<file path="src/sv/svt_pkg.sv">
// ----------------------------------------------------------------------------
// svt_pkg
// Shared types, constants and the saturating adder for the summed volume table.
// ----------------------------------------------------------------------------
package svt_pkg;

	localparam int SMP_W = 16;
	localparam int SUM_W = 48;

	localparam logic signed [SUM_W-1:0] SUM_MAX = {1'b0, {(SUM_W-1){1'b1}}};
	localparam logic signed [SUM_W-1:0] SUM_MIN = {1'b1, {(SUM_W-1){1'b0}}};

	// register index, taken from paddr[3:2]
	typedef enum logic [1:0] {
		REG_PLANES = 2'd0,
		REG_ROWS   = 2'd1,
		REG_COLS   = 2'd2
	} reg_idx_t;

	typedef struct packed {
		logic [15:0] planes;
		logic [12:0] rows;
		logic [8:0]  cols;
	} cfg_t;

	// per-word flags from the front
	typedef struct packed {
		logic first;     // col == 0
		logic row_nz;    // row > 0
		logic plane_nz;  // plane > 0
		logic last;      // final word of the array
	} flags_t;

	function automatic logic signed [SUM_W-1:0] sat_add(
		input logic signed [SUM_W-1:0] a,
		input logic signed [SUM_W-1:0] b
	);
		logic signed [SUM_W:0] s;
		s = {a[SUM_W-1], a} + {b[SUM_W-1], b};
		if (s[SUM_W] != s[SUM_W-1]) begin
			return s[SUM_W] ? SUM_MIN : SUM_MAX;
		end
		return s[SUM_W-1:0];
	endfunction

	function automatic logic signed [SUM_W-1:0] sext_smp(input logic signed [SMP_W-1:0] x);
		return {{(SUM_W-SMP_W){x[SMP_W-1]}}, x};
	endfunction

endpackage

</file>
<file path="src/sv/svt_front.sv">
// ----------------------------------------------------------------------------
// svt_front
// Position tracking: tags each accepted sample with column, store index, flags.
// ----------------------------------------------------------------------------
module svt_front #(
	parameter int PLANE_MAX = 4096,
	parameter int LINE_MAX  = 256,
	localparam int CW = (LINE_MAX > 1) ? $clog2(LINE_MAX) : 1,
	localparam int AW = (PLANE_MAX > 1) ? $clog2(PLANE_MAX) : 1
) (
	input  logic                       clk,
	input  logic                       arst_n,
	input  svt_pkg::cfg_t              cfg,
	input  logic                       restart,
	input  logic                       in_valid,
	input  logic signed [svt_pkg::SMP_W-1:0] sample,
	output logic                       in_stall,
	input  logic                       q_full,
	output logic                       push,
	output logic signed [svt_pkg::SMP_W-1:0] push_sample,
	output logic [CW-1:0]              push_col,
	output logic [AW-1:0]              push_idx,
	output svt_pkg::flags_t            push_flags
);
	localparam int EW = $clog2(PLANE_MAX + 2 * LINE_MAX + 65536 + 1) + 1;
	localparam int RW = AW;

	logic [CW-1:0] col_q;
	logic [RW-1:0] row_q;
	logic [15:0]   plane_q;
	logic [EW-1:0] rb_q;     // row * cols

	logic [EW-1:0] nc, nr, np;
	logic          col_wrap, row_wrap, plane_wrap;

	always_comb begin
		if (cfg.cols == '0) begin
			nc = EW'(1);
		end else if (EW'(cfg.cols) > EW'(LINE_MAX)) begin
			nc = EW'(LINE_MAX);
		end else begin
			nc = EW'(cfg.cols);
		end
		nr = (cfg.rows == '0) ? EW'(1) : EW'(cfg.rows);
		np = (cfg.planes == '0) ? EW'(1) : EW'(cfg.planes);
		col_wrap   = (EW'(col_q) + EW'(1)) >= nc;
		// second test caps rows at PLANE_MAX / cols
		row_wrap   = ((EW'(row_q) + EW'(1)) >= nr) ||
		             ((rb_q + (nc << 1)) > EW'(PLANE_MAX));
		plane_wrap = (EW'(plane_q) + EW'(1)) >= np;
	end

	assign in_stall    = q_full;
	assign push        = in_valid && !q_full;
	assign push_sample = sample;
	assign push_col    = col_q;
	assign push_idx    = AW'(rb_q + EW'(col_q));

	always_comb begin
		push_flags.first    = (col_q == '0);
		push_flags.row_nz   = (row_q != '0);
		push_flags.plane_nz = (plane_q != '0);
		push_flags.last     = col_wrap && row_wrap && plane_wrap;
	end

	always_ff @(posedge clk or negedge arst_n) begin
		if (!arst_n) begin
			col_q   <= '0;
			row_q   <= '0;
			plane_q <= '0;
			rb_q    <= '0;
		end else if (restart) begin
			col_q   <= '0;
			row_q   <= '0;
			plane_q <= '0;
			rb_q    <= '0;
		end else if (push) begin
			if (!col_wrap) begin
				col_q <= CW'(col_q + 1'b1);
			end else begin
				col_q <= '0;
				if (!row_wrap) begin
					row_q <= RW'(row_q + 1'b1);
					rb_q  <= rb_q + nc;
				end else begin
					row_q <= '0;
					rb_q  <= '0;
					plane_q <= plane_wrap ? '0 : plane_q + 16'd1;
				end
			end
		end
	end

endmodule

</file>
<file path="config.mk">
export PLATFORM = sky130hd
export DESIGN_NAME = svt_front
export DESIGN_NICKNAME = d
export VERILOG_FILES = /design/src/sv/svt_pkg.sv /design/src/sv/svt_front.sv
export SDC_FILE = /design/constraint.sdc
export NUM_CORES = 1
export LEC_CHECK = 0
export BUFFER_PORTS_ARGS = -buffer_cell sky130_fd_sc_hd__buf_2
export CORE_ASPECT_RATIO = 2
export CORE_MARGIN = 2
export CORE_UTILIZATION = 40
export DETAILED_ROUTE_END_ITERATION = 8
export SETUP_SLACK_MARGIN = 0.05
export SLEW_MARGIN = 20
export SYNTH_ARGS = -nofsm -noshare
export SYNTH_HDL_FRONTEND = slang
export SYNTH_SLANG_ARGS = --single-unit
</file>
<file path="constraint.sdc">
create_clock -name clk -period 3.9 [get_ports clk]
set_input_delay 0.195 -clock clk [delete_from_list [all_inputs] [get_ports clk]]
set_output_delay 0.195 -clock clk [all_outputs]
set_load 0.05 [all_outputs]
</file>
==> metrics <==
nets 926; largest net degree at the start of global routing 55; syn_nets 849; Leak Pwr 0.00337 µW; r2r setup slk 0.27 ns; total power draw 2180 µW; first-pass GRT wire length 29300 µm; Distinct cells, synth 67; maximum clock path buffer count 2; RSZ-0062 raised after global routing true; f_max 268 MHz; CP max FO 4; Post-Route WL 18300 µm; final period utilization 0.956; Initial Util 0.407; Mapped Cells 719; Yosys warnings 0; fin crit period 3.73 ns; fill count 1409; total global routing overflow 0; Hold-fix buffers, CTS 0; VDD IR max 0.227 mV; Slew @ Worst Pin 0.901 ns; core area 14400 µm²; Critical Path End Type primary output; worst min-delay path class input port to async pin; most frequent cells in the layout nand2_1 (80), inv_1 (71), ha_1 (68); CTS Buf Count 5; DP HPWL 14700 µm; die area 15600 µm²; Cell Chain, Critical Path and3_4 > and2_4 > nand2_4 > nor3_4 > buf_4 > xor2_1 > ha_1 > nand4_1 > o41ai_4 > nor4b_4 > and4b_2 > and4_4 > a211oi_4 > buf_6; DR WL/cell 18.5 µm; Reg2Reg Depth 11; Top delay family on crit path simple AND/OR/NAND/NOR gates; H-tree depth 2; status finished clean; DR vias/cell 5.86; Yosys reg bits 54; CP Data Required Time 3.70 ns; CTS tree done; crit start category flip-flop; Place WS 0.138 ns; initial antenna violation count 0; I/O pin cnt 101; overall global routing resource usage 0.240; Final Hold Vio Count 0; CP Class flip-flop to primary output; Worst Skew 0.00675 ns; 1st-pass router iterations 4; slowest cell on the critical path o41ai_4; post-route setup slack 0.171 ns; endpoints failing setup 0; Die Y 175 µm; # clock sinks 54; worst r2r src push_col[0]$_DFFE_PN0P_; clk slew on worst S/H paths 0.08 ns; Diodes inserted 0; worst path buffer plus inverter count 2; DRC Markers 0; reg2reg end plane_q[2]$_DFFE_PN0P_; commonest register cell after synthesis dfrtp_1; Post-synth EDFFs 0; Slew HR 0.394; Post-Syn Area 5840 µm²; share of layout cells above drive strength 1 0.187; num rows 62; pwr/cell area 318 nW/µm²; Worst EP arrival 3.53 ns; setup TNS 0 ns; Synth async-reset ratio 1.00; via count 5797; Area Overhead vs Synth 17.3%; Port-buffer cells 68; maxcap violations 0; gpl congestion 0.921; CTS root buf clkbuf_16; Die Span X 89.5 µm; Mean Syn Cell Area 8.12 µm²; Final Max Tran Viols 0; register area share after synthesis 0.231; number of global-route vias before repair 6074; worst skew pair latency 0.30 ns; Detailed Route Iter0 Violations 272; most common cell after layout, fill and taps aside nand2_1; Post-DRT Antenna Nets 0; crit-path max cell delay 0.46 ns
-- area by class of cell --
class	count	area [µm²]	share of cell area
Clock inverter	3	47.5	0.00694
Inverter	71	267	0.0389
Timing Repair Buffer	110	687	0.100
Clock buffer	5	125	0.0183
Sequential cell	54	1350	0.197
Multi-Input combinational cell	554	4140	0.603
Tap cell	192	240	0.0351
-- layer usage --
| metal | track usage | share of wire | wire [µm] |
|---|---|---|---|
| met5 | 0 | 0 | 0 |
| met4 | 0.150 | 0.069 | 1260 |
| met3 | 0.0354 | 0.038 | 690 |
| met2 | 0.465 | 0.56 | 10300 |
| met1 | 0.216 | 0.33 | 6040 |
-- worst max-delay path by stage --
| stage | startpoint | endpoint | slack [ns] | depth (start not counted) |
|---|---|---|---|---|
| after detailed placement | row_q[3]$_DFFE_PN0P_ | row_q[4]$_DFFE_PN0P_ | 0.14 | 16 |
| after global routing | row_q[4]$_DFFE_PN0P_ | push_flags[0] | 0.02 | 13 |
| after floorplan | plane_q[2]$_DFFE_PN0P_ | plane_q[9]$_DFFE_PN0P_ | 0.08 | 16 |
| after global placement | plane_q[0]$_DFFE_PN0P_ | plane_q[15]$_DFFE_PN0P_ | 0.22 | 12 |
| final | row_q[4]$_DFFE_PN0P_ | push_flags[0] | 0.17 | 14 |
| after CTS | row_q[3]$_DFFE_PN0P_ | push_flags[0] | 0.07 | 15 |
-- flip-flops by register name, indices dropped and copies added (netlist names) --
signal	cells
row_q	12
rb_q	18
plane_q	16
push_col	8
-- timing repair --
item	in CTS	in global routing
gates resized for setup	5	25
buffers inserted	0	8
pin swaps	0	13
endpoints found under the setup margin	1	42
-- power breakdown --
group | internal, µW | switching [µW] | total [µW] | leakage [µW]
logic | 335 | 611 | 946 | 0.00255
registers | 606 | 103 | 708 | 0.000738
clock network | 307 | 220 | 527 | 0.0000844
-- kinds of logic after synthesis --
group                    count (synthesis)  synth area share
adder cells (fa/ha/maj)                 72             0.158
AND/OR/NAND/NOR                        245             0.215
XOR/XNOR                                52            0.0780
flip-flops                              54             0.231
buffers and inverters                  111            0.0846
multiplexers                            12            0.0206
AO/OA/AOI/OAI                          173             0.213
-- worst reg2reg max path, delay by kind of cell, from the launching register on --
| kind | cells | cell delay (ns) |
|---|---|---|
| flip-flops | 1 | 0.55 |
| XOR/XNOR | 1 | 0.35 |
| AO/OA/AOI/OAI | 6 | 1.59 |
| AND/OR/NAND/NOR | 2 | 0.45 |
| adder cells (fa/ha/maj) | 2 | 0.56 |
-- cell usage after synthesis, types with 14 or more instances --
cell	instances	area, µm²
clkbuf_1	14	52.6
xnor2_1	36	315
o21ai_0	23	115
nand2_1	81	304
dfrtp_1	54	1350
nor2_1	30	113
a21oi_1	24	120
ha_1	68	851
inv_1	71	267
nor3_1	15	75.1
nand3_1	34	170
buf_4	19	143
xor2_1	16	140
-- stage by stage --
stage	instances	instance area, µm²	hold slack, ns	utilization
finish	989	6850	0.0275	0.478
global route	989	6850	0.0996	0.478
CTS	981	6690	0.0605	0.466
detailed placement	973	6490	0.390	0.452
global placement	973	6490	0.384	0.452
floorplan	719	5850	-0.101	-
No activity file was read; power rests on OpenSTA's default activity.
