File: src/sv/svt_queue.sv
// ----------------------------------------------------------------------------
// svt_queue
// Small circular FIFO between front and back.
// ----------------------------------------------------------------------------
module svt_queue #(
	parameter int WIDTH = 32,
	parameter int DEPTH = 4
) (
	input  logic             clk,
	input  logic             arst_n,
	input  logic             push,
	input  logic [WIDTH-1:0] wdata,
	input  logic             pop,
	output logic [WIDTH-1:0] rdata,
	output logic             full,
	output logic             empty
);
	localparam int PW = (DEPTH > 1) ? $clog2(DEPTH) : 1;
	localparam int NW = $clog2(DEPTH + 1);

	logic [WIDTH-1:0] mem_q [DEPTH];
	logic [PW-1:0]    wptr_q, rptr_q;
	logic [NW-1:0]    cnt_q;

	assign full  = (cnt_q == NW'(DEPTH));
	assign empty = (cnt_q == '0);
	assign rdata = mem_q[rptr_q];

	always_ff @(posedge clk) begin
		if (push) begin
			mem_q[wptr_q] <= wdata;
		end
	end

	always_ff @(posedge clk or negedge arst_n) begin
		if (!arst_n) begin
			wptr_q <= '0;
			rptr_q <= '0;
			cnt_q  <= '0;
		end else begin
			if (push) begin
				wptr_q <= (wptr_q == PW'(DEPTH - 1)) ? '0 : PW'(wptr_q + 1'b1);
			end
			if (pop) begin
				rptr_q <= (rptr_q == PW'(DEPTH - 1)) ? '0 : PW'(rptr_q + 1'b1);
			end
			if (push && !pop) begin
				cnt_q <= NW'(cnt_q + 1'b1);
			end else if (pop && !push) begin
				cnt_q <= NW'(cnt_q - 1'b1);
			end
		end
	end

endmodule

File: config.mk
export PLATFORM = sky130hd
export DESIGN_NAME = svt_queue
export DESIGN_NICKNAME = d
export VERILOG_FILES = /design/src/sv/svt_queue.sv
export SDC_FILE = /design/constraint.sdc
export NUM_CORES = 1
export LEC_CHECK = 0
export ABC_AREA = 0
export BUFFER_PORTS_ARGS = -buffer_cell sky130_fd_sc_hd__buf_4
export CORE_MARGIN = 2
export CORE_UTILIZATION = 56
export CTS_CLUSTER_DIAMETER = 50
export CTS_CLUSTER_SIZE = 20
export DETAILED_ROUTE_END_ITERATION = 16
export GPL_TIMING_DRIVEN = 0
export HOLD_SLACK_MARGIN = 0.12
export PLACE_DENSITY = 0.78
export SETUP_SLACK_MARGIN = 0.5
export SLEW_MARGIN = 0
export SYNTH_ARGS = -nofsm -noshare
export SYNTH_HDL_FRONTEND = slang
export SYNTH_SLANG_ARGS = --single-unit
File: constraint.sdc
create_clock -name clk -period 2.3 [get_ports clk]
set_input_delay 0.46 -clock clk [delete_from_list [all_inputs] [get_ports clk]]
set_output_delay 0.46 -clock clk [all_outputs]
set_load 0.03 [all_outputs]
==> results of run 1 <==
-- per-layer routing --
layer	up-vias	part of all wire [%]
met5	-	0
met3	8	4.3
met4	0	1.1
met1	1209	41
li1	1072	-
met2	70	53
-- where the power goes --
| group | total, mW | internal [mW] | leakage [nW] | switching, mW |
|---|---|---|---|---|
| clock network | 2.99 | 1.99 | 0.320 | 0.995 |
| registers | 3.31 | 3.17 | 1.26 | 0.136 |
| logic | 3.45 | 1.65 | 0.841 | 1.79 |
| total | 9.74 | 6.81 | 2.42 | 2.92 |
-- kinds of logic after synthesis --
group	count (synthesis)
simple gates	11
compound gates	2
fa+ha+maj	7
flops	135
xor+xnor	3
buf+inv	12
mux	35
-- how the worst min path moves through the flow --
stage                     startpoint            to  slack (ps)
after floorplan               arst_n      cnt_q[0]         160
after global placement        arst_n      cnt_q[2]         280
after detailed placement      arst_n      cnt_q[2]         280
after CTS                  wdata[22]  mem_q[3][22]         120
after global routing        wdata[9]   mem_q[1][9]         120
final                       wdata[8]   mem_q[3][8]         140
-- registers in the layout (all words and copies together), names as in the netlist --
register / flops
mem_q: 128
cnt_q: 3
rptr_q: 2
wptr_q: 2
-- per-stage QoR --
| step | area (um2) | hold slack (ps) | total power, mW |
|---|---|---|---|
| after floorplan | 5080 | 164 | 5.41 |
| after global placement | 5740 | 276 | 6.29 |
| after detailed placement | 5740 | 276 | 6.36 |
| after CTS | 6660 | 121 | 9.76 |
| after global routing | 6710 | 122 | 10.1 |
| final | 6710 | 143 | 9.74 |
-- cell usage in the layout, fill, tap and decap left out --
master         netlist  routed
edfxtp_1           128     128
buf_4                0      47
buf_6                1      34
mux4_2              28      32
clkbuf_16            0      16
dlygate4sd3_1        0      11
dfrtp_1              7       7
ha_1                 6       6
bufinv_16            0       6
inv_1                4       4
and2_4               0       4
buf_12               3       3
mux2_2               3       3
nor2_1               3       3
clkinv_4             0       3
inv_6                0       3
nand2_1              2       2
o21ai_0              2       2
xor2_1               2       2
clkbuf_2             0       1
nor3_2               0       1
nor3b_2              0       1
xnor2_1              1       1
fa_1                 1       1
clkbuf_8             0       1
clkinv_2             0       1
clkbuf_1             1       1
clkinvlp_4           0       1
-- area by class of cell --
class | count | share of cell area, %
inverter | 4 | 0.224
tap | 108 | 2.02
buffer | 8 | 1.53
clock inverter | 14 | 3.66
timing repair buffer | 88 | 12.1
multi-input combinational | 58 | 14.3
sequential | 135 | 59.9
clock buffer | 18 | 6.23
-- timing repair --
item                                    4_1_cts  5_1_grt
pin swaps                                     0        1
endpoints found under the setup margin       42      118
setup buffers                                 6        2
hold buffers                                  9        2
hold endpoints to repair                     31        8
resized for setup                            41        6
==> metrics.cfg, run 1 <==
[critical_path]
critPathKind = reg2out
path_cells = buf_6 > buf_12 > mux4_2 > buf_6
worstPathMaxFanout = 10
cp-endpoint = rdata[5]
worst_setup_path_start_kind = flip-flop
rrSetupSlack_ps = 760
cp_data_arrival_time_ps = 1900
worstSetupEndpointType = output pin
worstReg2RegEnd = cnt_q[2]
slowest_stage = mux4_2
crit_family = multiplexers
reg2reg_depth = 5
crit_top_cell = buf_6
crit_start = rptr_q[0]
cp_data_required_time_ps = 1840
cp_num_buf_inv = 3
cp_slowest_stage_delay_ps = 540
rr_startpoint = cnt_q[0]
path_depth = 4

[floorplanning]
die_w_um = 99.3
io_pins = 70
num_rows = 34
start_util_pct = 58.0
core_mm2 = 0.00876
die_y_um = 99.3
dieArea_mm2 = 0.00985

[yosys]
synth-edff-count = 128
synth-xor-area-share_pct = 0.517
yosys.area.top_type_share_pct = 75.6
synth_area_per_cell_um2 = 24.8
yosys_register_bits = 135
synth_area_leaders = edfxtp_1 (76%), mux4_2 (12%), dfrtp_1 (3.4%)
ys_async_sr_fraction_pct = 5.19
ys_seq_area_share_pct = 79.1
ys.flop_type = edfxtp_1
synth_top_family_by_area = multiplexers
synth_fp_nets = 248
syn_inst = 205
synth.largest_area_cell = edfxtp_1
synth_warnings = 0
synth_compound_area_share_pct = 0.197
synthesis.area_mm2 = 0.00508
synth.most_common_cell = edfxtp_1
synthDistinctLibCells = 20
synth_common_cells = edfxtp_1 (128), mux4_2 (28), dfrtp_1 (7), ha_1 (6)
synth-adder-area-share_pct = 1.87
synthMuxAreaShare_pct = 15.1
yosys.area_share.simple_pct = 1.11

[placement]
portBuffers = 69
dpl.hpwl_um = 4860
place.gp.congestion = 0.638
dp_slack_ps = 335
dp_cells = 382

[clock_network]
insertion_delay_ps = 510
cts.sinks = 135
cts_root_buf = clkbuf_8
cts_buffers = 17
cts_tree = done
htreeDepth = 4
path_clk_slew_ps = 60
ctsLongestPathBuffers = 2

[layout]
fin_nets = 355
fillers = 473
drive_gt1_share_pct = 48.3
area_growth_pct = 32.0
diodes = 0
multiInputGateArea_um2 = 962
register_area_mm2 = 0.00402
final_util_pct = 76.5
fin_cells = 433

[drt]
drt-initial-drc-count = 131
routed_via_density = 5.45
ant_nets = 0
wl_per_cell_um = 20.4
num_vias = 2359
wl_um = 8830
firstDrtPassIters = 4
post-route-drc-count = 0

[global_routing]
gr-usage-met1_pct = 23.7
grt_pass1_wl_um = 13600
grt.total_usage_pct = 19.3
met3_usage_pct = 6.75
antenna_found_initial = 0
met2_usage_pct = 31.8
grt_start_max_net_pins = 33
grt.overflow.total = 0
top_usage_layer = met2
grt_pass1_vias = 2559

[run]
maxCapViolCount = 0

[timing]
finalSetupTns_ps = -1010
worstMarginPinSlew_ps = 506
setup_violations = 28
hold_viol_final = 0
timing.slew.headroom_pct = 66.3
fmax_ghz = 0.424
min_period_over_period_pct = 103
fin_ws_ps = -58.0
post-route-min-period_ps = 2360
drv_slew = 0
grt_setup_unrepaired = true
skew_ps = 8.59

[hold_path]
worst_hold_path_type = in2reg
hold_path_depth = 1

[power_and_ir_drop]
p_leak_nw = 2.42
power_density_mw_per_mm2 = 1450
ir_worst_vdd_mv = 0.764

[outcome]
violations = setup timing
status = finished, violations left

(Power assumes the default switching activity.)
==> inputs of run 2 (changes only) <==
CORE_UTILIZATION = 61   (was 56)
PLACE_DENSITY = 0.84   (was 0.78)
SETUP_SLACK_MARGIN = 0.05   (was 0.5)
clock period = 2.73 ns   (was 2.3 ns; I/O delays follow)
==> run 2 against run 1 <==
Effect of this change: the flow now finishes without violations; routed wire length grew 4.5%; hold slack improved by 78 ps; combinational power fell by 27%; sequential cell count is the same; cell area is 4.8% lower.
==> metrics.cfg, run 2 (synthesized netlist as in run 1, its figures left out) <==
[outcome]
status = complete, no violations

[floorplanning]
start_util_pct = 62.5
io_pins = 70
dieArea_mm2 = 0.00908
core_mm2 = 0.00813
num_rows = 33
die_y_um = 95.3
die_w_um = 95.3

[placement]
dp_cells = 379
dpl.hpwl_um = 4850
dp_slack_ps = 701
place.gp.congestion = 0.649
portBuffers = 69
placed_area_mm2 = 0.00574

[timing]
hold_slack_ps = 222
grt_setup_unrepaired = true
min_period_over_period_pct = 92.7
drv_slew = 0
post-route-min-period_ps = 2530
finalSetupTns_ps = 0
setup_violations = 0
hold_viol_final = 0
worstMarginPinSlew_ps = 878
fmax_ghz = 0.395
timing.slew.headroom_pct = 41.4
fin_ws_ps = 199
skew_ps = 10.1

[drt]
ant_nets = 0
post-route-drc-count = 0
wl_um = 9230
wl_per_cell_um = 22.4
drt-initial-drc-count = 126
routed_via_density = 5.77
num_vias = 2379
firstDrtPassIters = 4

[hold_path]
worst_hold_path_type = in2reg

[layout]
diodes = 0
fin_cells = 412
largest_register_ffs = 128
largest-register = mem_q
final_cell_area_mm2 = 0.00638
area_growth_pct = 25.6
fin_nets = 337
final_util_pct = 78.4
drive_gt1_share_pct = 46.6
final_common_cell = edfxtp_1
most-common-layout-cells = edfxtp_1 (128), buf_4 (69), mux4_2 (28)
largestRegisters = mem_q x128, cnt_q x3

[power_and_ir_drop]
p_switching_mw = 2.45
p_leak_nw = 2.29
combinationalPowerShare_pct = 32.7
p_sw_share_pct = 31.7
pwr-share-clk_pct = 31.1
power_mw = 7.72
seqPwrFrac_pct = 36.2
power_density_mw_per_mm2 = 1210
ir_worst_vdd_mv = 1.11
p_int_mw = 5.27

[clock_network]
path_clk_slew_ps = 60
cts_buffers = 17
cts_setup_buffers = 0
cts_tree = done
insertion_delay_ps = 520
cts.sinks = 135
htreeDepth = 4
cts_root_buf = clkbuf_8
ctsLongestPathBuffers = 2

[global_routing]
grt_start_max_net_pins = 33
grt_pass1_wl_um = 14000
grt.overflow.total = 0
grt_pass1_vias = 2452
grt.total_usage_pct = 23.0
antenna_found_initial = 0

[critical_path]
worstSetupEndpointType = output pin
reg2reg_depth = 3
worstReg2RegEnd = mem_q[2][29]
crit_start = rptr_q[1]
critPathKind = reg2out
worstPathMaxFanout = 10
cp_data_arrival_time_ps = 1980
cp_data_required_time_ps = 2180
worst_setup_path_start_kind = flip-flop
cp-endpoint = rdata[3]
rrSetupSlack_ps = 900
rr_startpoint = wptr_q[0]

[run]
maxCapViolCount = 0

[run 2: changes by cell type in the layout (fill, tap and decap cells not counted), sizes merged]
cell	before	now
bufinv	6	4
clkinv	4	5
inv	7	8
dlygate4sd3	11	1
buf	84	75
clkinvlp	1	2
[run 2: repair_timing]
| action | in CTS | in global routing |
|---|---|---|
| endpoints found under the hold margin | 7 | 0 |
| hold buffers | 1 | 0 |
| resized for setup | 0 | 1 |
| endpoints found under the setup margin | 0 | 1 |
[run 2: worst min-delay path by stage]
stage,endpoint,cells after the start,startpoint
2_1_floorplan,cnt_q[0],0,arst_n
3_3_place_gp,cnt_q[2],1,arst_n
3_5_place_dp,cnt_q[2],1,arst_n
4_1_cts,mem_q[0][27],1,wdata[27]
5_1_grt,mem_q[2][12],1,wdata[12]
6_report,mem_q[2][20],1,wdata[20]
[run 2: final cells by class]
type / count / area (um2)
Sequential cell: 135 / 4020
Fill cell: 388 / 1750
Multi-Input combinational cell: 58 / 962
Timing Repair Buffer: 70 / 528
Clock buffer: 17 / 414
Clock inverter: 15 / 219
Tap cell: 105 / 131
Buffer: 8 / 92.6
Inverter: 4 / 15.0
[run 2: critical path: stages, from the launching register on]
cell,delay [ps]
dfrtp_1,340
clkbuf_1,250
buf_2,330
mux4_2,360
buf_4,190
[run 2: layer usage]
metal	vias up	global-route usage [%]	part of all wire, %
li1	1043	-	-
met1	1226	29.6	40
met2	100	37.2	53
met3	10	8.54	5.8
met4	0	6.88	1.0
met5	-	0	0
[run 2: power groups by stage]
stage | registers (mW) | clock network (mW) | logic, mW
6_report | 2.80 | 2.40 | 2.52
5_1_grt | 2.83 | 2.51 | 2.69
4_1_cts | 2.80 | 2.43 | 2.57
3_5_place_dp | 2.83 | 0 | 2.52
3_3_place_gp | 2.81 | 0 | 2.49
2_1_floorplan | 2.79 | 0 | 1.77
